**config.mk**
```make
export PLATFORM = sky130hd
export DESIGN_NAME = edd_ctrl
export DESIGN_NICKNAME = d
export VERILOG_FILES = /design/src/hw/rtl/edd_pkg.sv /design/src/hw/rtl/edd_ctrl.sv
export SDC_FILE = /design/constraint.sdc
export NUM_CORES = 1
export LEC_CHECK = 0
export BUFFER_PORTS_ARGS = -buffer_cell sky130_fd_sc_hd__clkbuf_2
export CAP_MARGIN = 20
export CORE_AREA = 5 5 42 44
export CTS_CLUSTER_DIAMETER = 150
export DETAILED_ROUTE_END_ITERATION = 10
export DIE_AREA = 0 0 47 49
export PLACE_DENSITY_LB_ADDON = 0.25
export REMOVE_ABC_BUFFERS = 1
export SLEW_MARGIN = 25
export SYNTH_ARGS = -nofsm -noshare
export SYNTH_HDL_FRONTEND = slang
export SYNTH_SLANG_ARGS = --single-unit
```
**constraint.sdc**
```tcl
create_clock -name clk -period 1.3 [get_ports clk]
set_input_delay 0.13 -clock clk [delete_from_list [all_inputs] [get_ports clk]]
set_output_delay 0.13 -clock clk [all_outputs]
set_load 0.01 [all_outputs]
```
**src/hw/rtl/edd_pkg.sv**
```systemverilog
// shared types and constants for the error diffusion dither block
// used by edd_ctrl, edd_datapath and error_diffusion_dither_top; no dependencies

package edd_pkg;

  // geometry and number format
  localparam int MAX_WIDTH     = 1024;
  localparam int COL_W         = $clog2(MAX_WIDTH);
  localparam int FILL_W        = COL_W + 1;
  localparam int FRACTION_BITS = 8;
  localparam int ERR_W         = FRACTION_BITS + 10;
  localparam int RND_W         = ERR_W + 1 - FRACTION_BITS;
  localparam int WIDE_W        = ERR_W + 5;

  // configuration port
  localparam int CFG_IDX_W  = 1;
  localparam int CFG_DATA_W = 11;
  localparam int LWIDTH_W   = 11;
  localparam int LEVELS_W   = 9;

  localparam logic [CFG_IDX_W-1:0] REG_LINE_WIDTH = 1'd0;
  localparam logic [CFG_IDX_W-1:0] REG_LEVELS     = 1'd1;

  localparam logic [LWIDTH_W-1:0] LINE_WIDTH_RST = 11'd256;
  localparam logic [LEVELS_W-1:0] LEVELS_RST     = 9'd16;

  // reciprocal precision for the divide by step
  localparam int RECIP_SHIFT = 16;
  localparam int RECIP_W     = RECIP_SHIFT + 1;

  typedef enum logic [2:0] {
    ST_IDLE,
    ST_SUM,
    ST_QUOT,
    ST_IDX,
    ST_ERR,
    ST_WR,
    ST_OUT
  } edd_state_t;

  typedef struct packed {
    logic accept;
    logic sum_en;
    logic quot_en;
    logic idx_en;
    logic err_en;
    logic wr_en;
    logic fin_en;
    logic load_out;
  } edd_cmd_t;

  typedef struct packed {
    logic out_free;
  } edd_status_t;

endpackage

```
**src/hw/rtl/edd_ctrl.sv**
```systemverilog
// sequencer for the error diffusion dither block
// walks one pixel through the datapath steps; depends on edd_pkg

module edd_ctrl (
  input  logic                clk,
  input  logic                rst_n,
  input  logic                in_tvalid,
  output logic                in_tready,
  input  edd_pkg::edd_status_t status,
  output edd_pkg::edd_cmd_t    cmd
);
  import edd_pkg::*;

  edd_state_t state_r, state_nxt;

  always_ff @(posedge clk) begin
    if (!rst_n) begin
      state_r <= ST_IDLE;
    end else begin
      state_r <= state_nxt;
    end
  end

  always_comb begin
    state_nxt = state_r;
    cmd       = '0;
    in_tready = 1'b0;
    unique case (state_r)
      ST_IDLE: begin
        in_tready = 1'b1;
        if (in_tvalid) begin
          cmd.accept = 1'b1;
          state_nxt  = ST_SUM;
        end
      end
      ST_SUM: begin
        cmd.sum_en = 1'b1;
        state_nxt  = ST_QUOT;
      end
      ST_QUOT: begin
        cmd.quot_en = 1'b1;
        state_nxt   = ST_IDX;
      end
      ST_IDX: begin
        cmd.idx_en = 1'b1;
        state_nxt  = ST_ERR;
      end
      ST_ERR: begin
        cmd.err_en = 1'b1;
        state_nxt  = ST_WR;
      end
      ST_WR: begin
        cmd.wr_en = 1'b1;
        state_nxt = ST_OUT;
      end
      ST_OUT: begin
        // row-end write repeats harmlessly while the output register is full
        cmd.fin_en = 1'b1;
        if (status.out_free) begin
          cmd.load_out = 1'b1;
          state_nxt    = ST_IDLE;
        end
      end
      default: begin
        state_nxt = ST_IDLE;
      end
    endcase
  end

endmodule

```
==> impl_metrics.json <==
{
  "syn_area_per_cell_um2": 8.863,
  "synth_top_area_cell": "dfxtp_1",
  "die_h_um": 49,
  "syn2layout_area_growth_pct": 44.12,
  "rsz0062_at_grt": "no",
  "layout_common_cells": "clkbuf_2 (12), nor3b_1 (3), clkbuf_4 (3)",
  "crit_family": "flip-flops",
  "drive_gt1_share_pct": 59.46,
  "drv_slew": 0,
  "yosys_warnings": 0,
  "largest_reg_flops": 3,
  "clockBufferDepth": 2,
  "min-delay-start": "rst_n",
  "clkLatencyLatePin_ns": 0.23,
  "rr_worst_depth": 3,
  "synth_top_area_share_pct": 28.24,
  "p_per_area_nw_per_um2": 1116,
  "fin_setup_tns_ns": 0,
  "grt_pass1_vias": 202,
  "crit_fanout": 10,
  "final_design_area_no_fill_um2": 306.5,
  "clk_pin_slew_worst_paths_ns": 0.03,
  "relSlewSlack_pct": 86.96,
  "nets": 42,
  "rrSetupSlack_ns": 0.43,
  "via_per_inst": 3.906,
  "dr.first_iter.drc_count": 4,
  "crit_path_cell_trace": "nor3_2 > and2_1 > clkbuf_2",
  "hold_slack_ns": 0.1404,
  "p_leak_nw": 0.1419,
  "synthTopCellsByArea": "dfxtp_1 (28%), nor3b_1 (11%), and3b_1 (8.2%), and2_1 (5.9%), buf_6 (5.3%)",
  "netlist_area_um2": 212.7,
  "place_congestion": 0.6432,
  "top_regs": "state_r (3)",
  "status": "completed",
  "start_util_pct": 15.18,
  "route.vias.total": 207,
  "slowest_stage": "dfxtp_4",
  "cap_viol_max_count": 0,
  "tritoncts": "yes",
  "tightest_slew_ns": 0.1929,
  "arrival_ns": 1.05,
  "cp_data_required_time_ns": 1.17,
  "finalHoldViolations": 0,
  "max_clock_freq_mhz": 848.9,
  "layout_worst_path_cycle_share_pct": 90.61,
  "grt_overflow_total": 0,
  "drt_wl_total_um": 477,
  "worstHoldPathCells": 2,
  "r2r_start": "state_r[2]",
  "max-vdd-ir-drop_mv": 0.5866,
  "grt_max_degree": 12,
  "die_area_um2": 2303,
  "rows": 14,
  "cp_num_buf_inv": 1,
  "numCtsBuffers": 3,
  "htreeDepth": 1,
  "drc_errors": 0,
  "hold_buffers": 0,
  "regMostFlops": "state_r",
  "num_io_pins": 13,
  "grt_pass1_wl_um": 841,
  "ant_nets": 0,
  "path_class": "reg -> out",
  "hp-class": "in -> reg",
  "crit_path_end_kind": "primary output",
  "seq_area_frac_synth_pct": 28.24,
  "max_stage_delay_ns": 0.36,
  "min_to": "state_r[1]",
  "r2r_end": "state_r[2]",
  "final_common_cell": "clkbuf_2",
  "synth_cell_types": 18,
  "synth_seq_cells": 3,
  "num_antenna_cells": 0,
  "synth_cells": 24,
  "cts-root-buf": "clkbuf_4",
  "place_area_um2": 269.0,
  "io_buffers": 12,
  "min_period_ns": 1.178,
  "fin_skew_ns": 0.002110,
  "dr.pass1.iters": 2,
  "core_area_um2": 1401,
  "wl_per_cell_um": 9.000,
  "cp-start-kind": "register",
  "grt.total_usage_pct": 5.485,
  "finalSetupViolCount": 0,
  "nFillCells": 165,
  "die_w_um": 47,
  "power_uw": 342.0,
  "cts_sinks": 3,
  "antenna_found_initial": 0
}
layout make-up:
type	count	area (um^2)	share of cell area [%]
multi-input cells	18	131.4	42.86
flip-flops and latches	3	68.82	22.45
well taps	16	20.02	6.531
repair buffers	12	60.06	19.59
clock buffers	4	26.28	8.571
metal layers:
metal / vias up / routed length [um] / part of all wire [%] / global-route usage (%)
li1: 110 / - / - / -
met1: 84 / 207 / 43 / 6.127
met2: 13 / 180 / 38 / 6.335
met3: 0 / 89 / 19 / 7.011
met4: 0 / 0 / 0 / 1.382
met5: - / 0 / 0 / 0
logic make-up (layout without fill, tap and decap cells):
kind of cell           count (synthesis)  in the layout  synth area share, %
AOI/OAI and AO/OA                      3              3                8.820
and+or+nand+nor                       14             14                47.06
buffers and inverters                  3             16                11.18
muxes                                  1              1                4.706
DFF                                    3              3                28.24
worst register-to-register path, delay by kind of cell, from the launching register on:
| family | cells | cell delay (ns) |
|---|---|---|
| and+or+nand+nor | 2 | 0.26 |
| DFF | 1 | 0.39 |
| AOI/OAI and AO/OA | 1 | 0.12 |
worst max-delay path by stage:
stage / startpoint / to / slack [ns] / cells past startpoint
floorplan: state_r[2] / cmd[0] / 0.23 / 3
global placement: state_r[2] / cmd[0] / 0.17 / 4
detailed placement: state_r[2] / cmd[0] / 0.17 / 4
CTS: state_r[0] / cmd[6] / 0.01 / 2
global route: state_r[2] / cmd[0] / 0.01 / 4
finish: state_r[1] / cmd[7] / 0.12 / 3
metrics by stage:
stage	worst slack, ns	util (%)	std cells
floorplan	0.2320	-	21
global placement	0.1740	19.20	49
detailed placement	0.1731	19.20	49
CTS	0.01465	21.25	53
global route	0.01251	21.88	53
finish	0.1221	21.88	53
where the power goes:
group          internal, mW  switching, mW  total (mW)
combinational        0.0340         0.0284      0.0624
sequential           0.0995         0.0185       0.118
clock                 0.115         0.0466       0.162
total                 0.248         0.0935       0.342
cell usage after synthesis (all sizes together):
library cell  count
nor3b             3
and2              2
nor2b             2
and3b             2
nor4bb            1
buf               3
nor2              1
nand2             1
nor3              2
a21oi             2
mux2i             1
dfxtp             3
o21ai             1
timing repair:
item	in CTS	in global routing
endpoints found under the setup margin	1	3
setup buffers	0	0
resized for setup	2	4
pin swaps	0	0
(Power assumes the default switching activity.)
